--- config.mk ---
export PLATFORM = sky130hd
export DESIGN_NAME = timer_queue_engine
export DESIGN_NICKNAME = d
export VERILOG_FILES = /design/src/sv/tqe_pkg.sv /design/src/sv/tqe_div.sv /design/src/sv/timer_queue_engine.sv
export SDC_FILE = /design/constraint.sdc
export NUM_CORES = 2
export LEC_CHECK = 0
export BUFFER_PORTS_ARGS = -buffer_cell sky130_fd_sc_hd__buf_2
export CAP_MARGIN = 20
export CORE_ASPECT_RATIO = 0.75
export CORE_MARGIN = 4
export CORE_UTILIZATION = 60
export DETAILED_ROUTE_END_ITERATION = 8
export PLACE_DENSITY = 0.81
export SKIP_CTS_REPAIR_TIMING = 1
export SYNTH_ARGS = -nofsm -noshare
export SYNTH_HDL_FRONTEND = slang
export SYNTH_SLANG_ARGS = --single-unit
--- constraint.sdc ---
create_clock -name clk -period 46.7 [get_ports clk]
set_input_delay 0 -clock clk [delete_from_list [all_inputs] [get_ports clk]]
set_output_delay 0 -clock clk [all_outputs]
set_load 0.03 [all_outputs]
--- src/sv/tqe_pkg.sv ---
package tqe_pkg;

  localparam int SLOT_COUNT_DEF = 16;
  localparam int TIME_W         = 64;
  localparam logic [TIME_W-1:0] TIME_MAX = '1;

  // opcodes
  localparam logic [1:0] OP_ARM     = 2'd0;
  localparam logic [1:0] OP_CANCEL  = 2'd1;
  localparam logic [1:0] OP_ADVANCE = 2'd2;
  localparam logic [1:0] OP_SETWALL = 2'd3;

  // result kinds
  localparam logic [1:0] KIND_ACK  = 2'd0;
  localparam logic [1:0] KIND_FIRE = 2'd1;
  localparam logic [1:0] KIND_DONE = 2'd2;

  typedef struct packed {
    logic [1:0]        opcode;
    logic [3:0]        slot_id;
    logic              absolute_mode;
    logic [TIME_W-1:0] time_value;
    logic [TIME_W-1:0] reload_interval;
  } cmd_t;

  typedef struct packed {
    logic [1:0]        result_kind;
    logic [3:0]        fired_slot;
    logic              was_active;
    logic [7:0]        missed_count;
    logic [TIME_W-1:0] wall_time;
    logic              last_result;
  } rsp_t;

  function automatic logic [TIME_W-1:0] sat_add(input logic [TIME_W-1:0] a,
                                                input logic [TIME_W-1:0] b);
    logic [TIME_W:0] s;
    s = {1'b0, a} + {1'b0, b};
    return s[TIME_W] ? TIME_MAX : s[TIME_W-1:0];
  endfunction

endpackage

--- src/sv/tqe_div.sv ---
// Restoring divider, one quotient bit per cycle.
module tqe_div (
  input  logic                     clk,
  input  logic                     rst,
  input  logic                     go,
  input  logic [tqe_pkg::TIME_W-1:0] num,
  input  logic [tqe_pkg::TIME_W-1:0] den,
  output logic                     fin,
  output logic [tqe_pkg::TIME_W-1:0] quo,
  output logic [tqe_pkg::TIME_W-1:0] rem
);
  import tqe_pkg::*;

  localparam int CW = $clog2(TIME_W);

  logic [CW-1:0]     cnt;
  logic              run;
  logic [TIME_W-1:0] dvs;
  logic [TIME_W:0]   shifted;
  logic [TIME_W:0]   trial;

  assign shifted = {rem, quo[TIME_W-1]};
  assign trial   = shifted - {1'b0, dvs};

  always_ff @(posedge clk) begin
    fin <= 1'b0;
    if (rst) begin
      run <= 1'b0;
      cnt <= '0;
    end else if (go) begin
      run <= 1'b1;
      cnt <= '0;
      quo <= num;
      rem <= '0;
      dvs <= den;
    end else if (run) begin
      if (!trial[TIME_W]) begin
        rem <= trial[TIME_W-1:0];
        quo <= {quo[TIME_W-2:0], 1'b1};
      end else begin
        rem <= shifted[TIME_W-1:0];
        quo <= {quo[TIME_W-2:0], 1'b0};
      end
      cnt <= cnt + 1'b1;
      if (cnt == CW'(TIME_W - 1)) begin
        run <= 1'b0;
        fin <= 1'b1;
      end
    end
  end

endmodule

--- src/sv/timer_queue_engine.sv ---
// Channel  | Handshake            | Payload        | Notes
// command  | start & !busy        | cmd (cmd_t)    | one beat per command
// result   | done (one cycle)     | result (rsp_t) | 1..SLOT_COUNT+1 beats, last_result
//
// Arm and cancel complete in S_IDLE; the ack beat appears the cycle after accept.
// A scan pass examines each slot in S_SCAN and then decides in S_PICK; a firing
// is a pass plus S_FIRE, plus a wait in S_DIV on the shared divider for each
// periodic firing. A time command runs one firing per fired slot plus one empty
// pass per group (two for advance, one for set wall time) plus divides.
// Reset (rst, synchronous) clears active flags, clocks and arm sequence.
// The receiver cannot stall: each result beat is valid for exactly one cycle.
module timer_queue_engine #(
  parameter int SLOT_COUNT = tqe_pkg::SLOT_COUNT_DEF
) (
  input  logic          clk,
  input  logic          rst,
  input  logic          start,
  input  tqe_pkg::cmd_t cmd,
  output logic          busy,
  output logic          done,
  output tqe_pkg::rsp_t result
);
  import tqe_pkg::*;

  localparam int IW = $clog2(SLOT_COUNT);

  typedef enum logic [4:0] {
    S_IDLE = 5'b00001,
    S_SCAN = 5'b00010,
    S_PICK = 5'b00100,
    S_DIV  = 5'b01000,
    S_FIRE = 5'b10000
  } state_t;

  // slot store
  logic [TIME_W-1:0] deadline [SLOT_COUNT];
  logic [TIME_W-1:0] interval [SLOT_COUNT];
  logic              absflag  [SLOT_COUNT];
  logic [15:0]       order    [SLOT_COUNT];
  logic [SLOT_COUNT-1:0] active;

  logic [TIME_W-1:0] wall;
  logic [TIME_W-1:0] elapsed;
  logic [15:0]       arm_seq;

  // sequencer
  state_t            state;
  logic              group;      // 0 delay slots, 1 absolute slots
  logic [IW-1:0]     idx;
  logic              found;
  logic [IW-1:0]     best;
  logic [TIME_W-1:0] best_dl;
  logic [TIME_W-1:0] best_iv;
  logic [15:0]       best_ord;
  logic [SLOT_COUNT-1:0] fired;
  logic [TIME_W-1:0] base;       // deadline + n * interval
  logic [7:0]        missed;
  logic              div_go;

  logic [TIME_W-1:0] now;
  logic              cand;
  logic              better;
  logic [IW-1:0]     sidx;
  logic              svalid;
  logic              div_fin;
  logic [TIME_W-1:0] div_quo;
  logic [TIME_W-1:0] div_rem;

  assign now    = group ? wall : elapsed;
  assign sidx   = IW'(cmd.slot_id);
  assign svalid = (32'(cmd.slot_id) < SLOT_COUNT);
  assign busy   = (state != S_IDLE);

  // one slot is examined per scan cycle
  assign cand = active[idx] && (absflag[idx] == group) && !fired[idx] &&
                (deadline[idx] <= now);
  assign better = !found || (deadline[idx] < best_dl) ||
                  ((deadline[idx] == best_dl) && (order[idx] < best_ord));

  tqe_div u_div (
    .clk (clk),
    .rst (rst),
    .go  (div_go),
    .num (now - best_dl),
    .den (best_iv),
    .fin (div_fin),
    .quo (div_quo),
    .rem (div_rem)
  );

  always_ff @(posedge clk) begin
    done   <= 1'b0;
    div_go <= 1'b0;
    if (rst) begin
      state   <= S_IDLE;
      active  <= '0;
      wall    <= '0;
      elapsed <= '0;
      arm_seq <= '0;
      group   <= 1'b0;
      found   <= 1'b0;
      idx     <= '0;
      fired   <= '0;
    end else begin
      unique case (state)
        S_IDLE: begin
          if (start) begin
            result.fired_slot   <= cmd.slot_id;
            result.was_active   <= 1'b0;
            result.missed_count <= '0;
            result.wall_time    <= wall;
            result.last_result  <= 1'b1;
            result.result_kind  <= KIND_ACK;
            fired <= '0;
            found <= 1'b0;
            idx   <= '0;
            unique case (cmd.opcode)
              OP_ARM: begin
                done <= 1'b1;
                if (svalid) begin
                  absflag[sidx]  <= cmd.absolute_mode;
                  deadline[sidx] <= cmd.absolute_mode ? cmd.time_value :
                                    sat_add(elapsed, cmd.time_value);
                  interval[sidx] <= cmd.reload_interval;
                  order[sidx]    <= arm_seq;
                  arm_seq        <= arm_seq + 16'd1;
                  active[sidx]   <= 1'b1;
                end
              end
              OP_CANCEL: begin
                done <= 1'b1;
                if (svalid && active[sidx]) begin
                  result.was_active <= 1'b1;
                  active[sidx]      <= 1'b0;
                end
              end
              OP_ADVANCE: begin
                wall    <= sat_add(wall, cmd.time_value);
                elapsed <= sat_add(elapsed, cmd.time_value);
                group   <= 1'b0;
                state   <= S_SCAN;
              end
              default: begin
                wall  <= cmd.time_value;
                group <= 1'b1;
                state <= S_SCAN;
              end
            endcase
          end
        end

        S_SCAN: begin
          if (cand && better) begin
            found    <= 1'b1;
            best     <= idx;
            best_dl  <= deadline[idx];
            best_iv  <= interval[idx];
            best_ord <= order[idx];
          end
          idx <= idx + 1'b1;
          if (idx == IW'(SLOT_COUNT - 1)) begin
            state <= S_PICK;
          end
        end

        S_PICK: begin
          idx <= '0;
          if (found) begin
            if (best_iv == '0) begin
              missed <= '0;
              state  <= S_FIRE;
            end else begin
              div_go <= 1'b1;
              state  <= S_DIV;
            end
          end else if (!group) begin
            group <= 1'b1;
            state <= S_SCAN;
          end else begin
            result.result_kind  <= KIND_DONE;
            result.fired_slot   <= '0;
            result.was_active   <= 1'b0;
            result.missed_count <= '0;
            result.wall_time    <= wall;
            result.last_result  <= 1'b1;
            done  <= 1'b1;
            state <= S_IDLE;
          end
        end

        S_DIV: begin
          if (div_fin) begin
            base   <= now - div_rem;
            missed <= (div_quo[TIME_W-1:8] != '0) ? 8'hFF : div_quo[7:0];
            state  <= S_FIRE;
          end
        end

        S_FIRE: begin
          if (best_iv == '0) begin
            active[best] <= 1'b0;
          end else begin
            deadline[best] <= sat_add(base, best_iv);
            order[best]    <= arm_seq;
            arm_seq        <= arm_seq + 16'd1;
          end
          fired[best] <= 1'b1;
          found       <= 1'b0;
          result.result_kind  <= KIND_FIRE;
          result.fired_slot   <= 4'(best);
          result.was_active   <= 1'b0;
          result.missed_count <= missed;
          result.wall_time    <= wall;
          result.last_result  <= 1'b0;
          done  <= 1'b1;
          state <= S_SCAN;
        end

        default: state <= S_IDLE;
      endcase
    end
  end

endmodule
==> results.json <==
{
  "ys_types": 101,
  "io_buffers": 219,
  "via_per_inst": 6.91,
  "cp_startpoint_kind": "flop",
  "clock_sink_count": 3013,
  "worstPathArrival_ps": 10450,
  "num-fill-cells": 15269,
  "cellInternalPower_mw": 4.89,
  "placeableCoreArea_um2": 232000,
  "finalCritPeriodShare": 0.214,
  "setup_viol": 0,
  "clk_root_buffer_cell": "sky130_fd_sc_hd__clkbuf_16",
  "drc_errors": 0,
  "drt_iter0_markers": 13918,
  "syn-mean-instance-area_um2": 14.5,
  "pwr-share-clk": 0.355,
  "wl_mm": 418,
  "cts-buffers-inserted": 292,
  "holdWs_ps": 38.9,
  "number_of_i_o_pins": 220,
  "gpl.final_weighted_congestion": 0.997,
  "chipHeight_um": 427,
  "vias_in_the_first_global_route": 88880,
  "worst_r2r_path_depth": 19,
  "pwr-share-seq": 0.460,
  "die-area_um2": 242000,
  "slew_headroom": 0.133,
  "peak_fanout_along_the_critical_path": 62,
  "worst_skew_pair.late_latency_ps": 890,
  "fin_nets": 10778,
  "swShare": 0.273,
  "seq_area_frac_synth": 0.629,
  "max-clock-path-buffers": 4,
  "worst_pin_slew_ps": 1290,
  "critPathRequiredTime_ps": 47150,
  "flow.area_growth_from_synthesis_pct": 11.6,
  "globalRouteOverflowTotal": 0,
  "tritoncts": "done",
  "rows": 153,
  "via_count": 92836,
  "regToRegEndpoint": "best_iv[8]$_DFFE_PP_",
  "synth_seq_cells": 3013,
  "drive_gt1_frac": 0.159,
  "drt.antenna.violating_nets": 0,
  "switching_power_mw": 1.83,
  "post_syn_nets": 10347,
  "postSynth.asyncResetShare": 0,
  "leakage_power_figure_nw": 55.8,
  "final_period_minus_worst_setup_slack_ps": 10010,
  "combinationalPowerShare": 0.185,
  "edff_count_synth": 2812,
  "antenna_found_initial": 22,
  "grt_pass1_wl_mm": 603,
  "power.density_nw_per_um2": 42.8,
  "fin_setup_tns_ps": 0,
  "drt-pass1-iter-count": 8,
  "outcome": "finished clean",
  "die_x_um": 567,
  "start_util": 0.605,
  "post_synth_instance_area_um2": 141000,
  "path_clk_slew_ps": 70,
  "dp_hpwl_mm": 267,
  "grtUsageTotal": 0.339,
  "final_core_utilization": 0.675,
  "hold_path_depth": 4,
  "rsz0062_at_grt": "no",
  "criticalPathCategory": "reg2reg",
  "syn_inst": 9675,
  "hp-class": "in2reg",
  "pre_cts_setup_slack_ps": 36980,
  "worst_hold_path.endpoint": "wall[20]$_SDFFE_PP0P_",
  "vdd_ir_drop_max_v": 0.0000369,
  "setup.reg_to_reg.worst_slack_ps": 36700,
  "cp-end-kind": "flop",
  "grt_start_max_net_pins": 126,
  "synthesis.yosys.warnings": 0,
  "min-delay-start": "cmd[84]",
  "hold_viol_final": 0,
  "fmax_mhz": 99.9,
  "cts_htree_levels": 5,
  "detail_route.wl_per_cell_um": 31.1,
  "timing.final.ws_setup_ps": 36700,
  "ys.flop_type": "sky130_fd_sc_hd__edfxtp_1",
  "finalClockSkew_ps": 71.6,
  "cap_viol_max_count": 0,
  "final_max_slew_viol_count": 0
}
## routing by layer
| layer | up-vias | GRT usage | part of all wire | wire length [um] |
|---|---|---|---|---|
| met4 | 18 | 0.169 | 0.057 | 23800 |
| met1 | 45952 | 0.471 | 0.37 | 155000 |
| li1 | 38980 | - | - | - |
| met2 | 6747 | 0.502 | 0.44 | 185000 |
| met3 | 1139 | 0.0861 | 0.13 | 54300 |
| met5 | - | 0 | 0.00026 | 109 |
## synth_stat cells, drive strengths merged, types with 26 or more instances
master	instances	share of area
o22ai	31	0.0014
xnor2	203	0.013
nor2b	52	0.0023
o21a	78	0.0042
ha	528	0.047
nand2b	61	0.0027
o21ai	486	0.017
dfxtp	201	0.029
inv	403	0.011
nor4	55	0.0025
nand2	476	0.013
a31oi	62	0.0029
nand3	110	0.0039
mux2	111	0.0089
xor2	131	0.0082
nor3	132	0.0047
buf	92	0.0028
a221oi	83	0.0053
o211ai	34	0.0019
a21oi	674	0.024
nor2	468	0.013
edfxtp	2812	0.60
a211oi	95	0.0051
a21o	317	0.017
nand4	104	0.0047
and3	68	0.0031
mux4	538	0.086
and2	53	0.0024
o221ai	52	0.0032
a22oi	76	0.0041
o31ai	29	0.0017
o21bai	76	0.0041
a21boi	26	0.0014
mux2i	313	0.022
clkbuf	353	0.0094
or3	37	0.0016
## critical path: stages, from the launching register on
cell and delay, ps:
sky130_fd_sc_hd__dfxtp_4 850, sky130_fd_sc_hd__buf_4 890, sky130_fd_sc_hd__buf_4 900, sky130_fd_sc_hd__buf_4 880
sky130_fd_sc_hd__mux4_2 610, sky130_fd_sc_hd__mux4_2 530, sky130_fd_sc_hd__ha_1 340, sky130_fd_sc_hd__a21o_1 160
sky130_fd_sc_hd__a21o_1 170, sky130_fd_sc_hd__a21o_1 180, sky130_fd_sc_hd__a21o_1 170, sky130_fd_sc_hd__a21oi_1 160
sky130_fd_sc_hd__o211ai_1 110, sky130_fd_sc_hd__a221oi_1 820, sky130_fd_sc_hd__o41ai_1 270, sky130_fd_sc_hd__a21oi_1 190
sky130_fd_sc_hd__a21oi_1 280, sky130_fd_sc_hd__nor4_2 470, sky130_fd_sc_hd__buf_4 550, sky130_fd_sc_hd__buf_4 750
## area by class of cell
type	instances	area (um2)	share of cell area
Tap cell	3100	3880	0.0247
Clock inverter	161	1630	0.0104
Sequential cell	3013	88500	0.564
Clock buffer	360	7830	0.0499
Multi-Input combinational cell	5812	49300	0.314
Inverter	405	1520	0.00969
Timing Repair Buffer	582	4290	0.0273
Antenna cell	9	22.5	0.000144
## how the worst max path moves through the flow
stage          start               endpoint  slack, ps  cells after the start
2_1_floorplan   flop      best[0]$_DFFE_PP_      26820                     18
3_3_place_gp    flop  best_iv[13]$_DFFE_PP_      35930                     16
3_5_place_dp    flop  best_iv[13]$_DFFE_PP_      36980                     19
4_1_cts         flop   best_iv[8]$_DFFE_PP_      36770                     19
5_1_grt         flop   best_iv[8]$_DFFE_PP_      36160                     19
6_report        flop   best_iv[8]$_DFFE_PP_      36700                     19
## per-stage QoR
step	cell area, um2	instances	total power, mW
2_1_floorplan	141000	9675	4.00
3_3_place_gp	146000	12723	4.30
3_5_place_dp	146000	12732	4.34
4_1_cts	155000	13253	6.69
5_1_grt	157000	13436	6.93
6_report	157000	13442	6.72
## kinds of logic (layout without fill, tap and decap cells)
family | after synthesis | in the layout | synth area share
flip-flops | 3013 | 3013 | 0.629
AO/OA/AOI/OAI | 2289 | 2289 | 0.105
AND/OR/NAND/NOR | 1693 | 1693 | 0.0574
multiplexers | 962 | 962 | 0.117
buffers and inverters | 850 | 1508 | 0.0230
adder cells (fa/ha/maj) | 534 | 534 | 0.0478
XOR/XNOR | 334 | 334 | 0.0208
other | 0 | 9 | 0
## state kept, by name (all words and copies together), names as in the netlist, 4 cells and up, named ones only
name	cells
deadline	1024
interval	1024
order	256
result	80
base	64
best_dl	64
best_iv	64
elapsed	64
u_div.dvs	64
u_div.quo	64
u_div.rem	64
wall	64
absflag	16
arm_seq	16
best_ord	16
fired	16
missed	8
u_div.cnt	6
state	5
best	4
idx	4
## power by group through the flow
stage               logic (mW)  registers, mW  clock network, mW
floorplan                0.831           3.17                  0
global placement          1.15           3.15                  0
detailed placement        1.18           3.15                  0
CTS                       1.20           3.09               2.40
global route              1.32           3.10               2.51
finish                    1.24           3.09               2.38
## cells in the final DEF, fill, tap and decap left out, types with 36 or more instances in the layout
master / Yosys / layout
sky130_fd_sc_hd__a22oi_1: 76 / 76
sky130_fd_sc_hd__edfxtp_1: 2812 / 2812
sky130_fd_sc_hd__a221oi_1: 81 / 81
sky130_fd_sc_hd__or3_1: 37 / 36
sky130_fd_sc_hd__clkinv_2: 0 / 53
sky130_fd_sc_hd__a211oi_1: 93 / 91
sky130_fd_sc_hd__xor2_1: 131 / 131
sky130_fd_sc_hd__a21o_1: 315 / 315
sky130_fd_sc_hd__mux4_2: 538 / 538
sky130_fd_sc_hd__o21bai_1: 76 / 76
sky130_fd_sc_hd__nor2b_1: 52 / 51
sky130_fd_sc_hd__a31oi_1: 61 / 60
sky130_fd_sc_hd__dfxtp_1: 201 / 191
sky130_fd_sc_hd__o221ai_1: 52 / 52
sky130_fd_sc_hd__clkbuf_1: 353 / 53
sky130_fd_sc_hd__mux2i_1: 313 / 313
sky130_fd_sc_hd__nor2_1: 467 / 441
sky130_fd_sc_hd__buf_4: 4 / 202
sky130_fd_sc_hd__and3_1: 65 / 62
sky130_fd_sc_hd__nand2b_1: 61 / 61
sky130_fd_sc_hd__a21oi_1: 673 / 672
sky130_fd_sc_hd__and2_1: 52 / 50
sky130_fd_sc_hd__o21ai_0: 476 / 476
sky130_fd_sc_hd__nor3_1: 132 / 122
sky130_fd_sc_hd__buf_2: 19 / 220
sky130_fd_sc_hd__mux2_2: 111 / 111
sky130_fd_sc_hd__clkbuf_16: 0 / 302
sky130_fd_sc_hd__nand3_1: 110 / 108
sky130_fd_sc_hd__xnor2_1: 203 / 203
sky130_fd_sc_hd__dlygate4sd3_1: 0 / 149
sky130_fd_sc_hd__o21a_1: 78 / 78
sky130_fd_sc_hd__inv_1: 402 / 401
sky130_fd_sc_hd__nand2_1: 476 / 474
sky130_fd_sc_hd__ha_1: 528 / 528
sky130_fd_sc_hd__nand4_1: 103 / 103
sky130_fd_sc_hd__nor4_1: 54 / 51
Note: power is estimated with default switching activity, not from simulation.
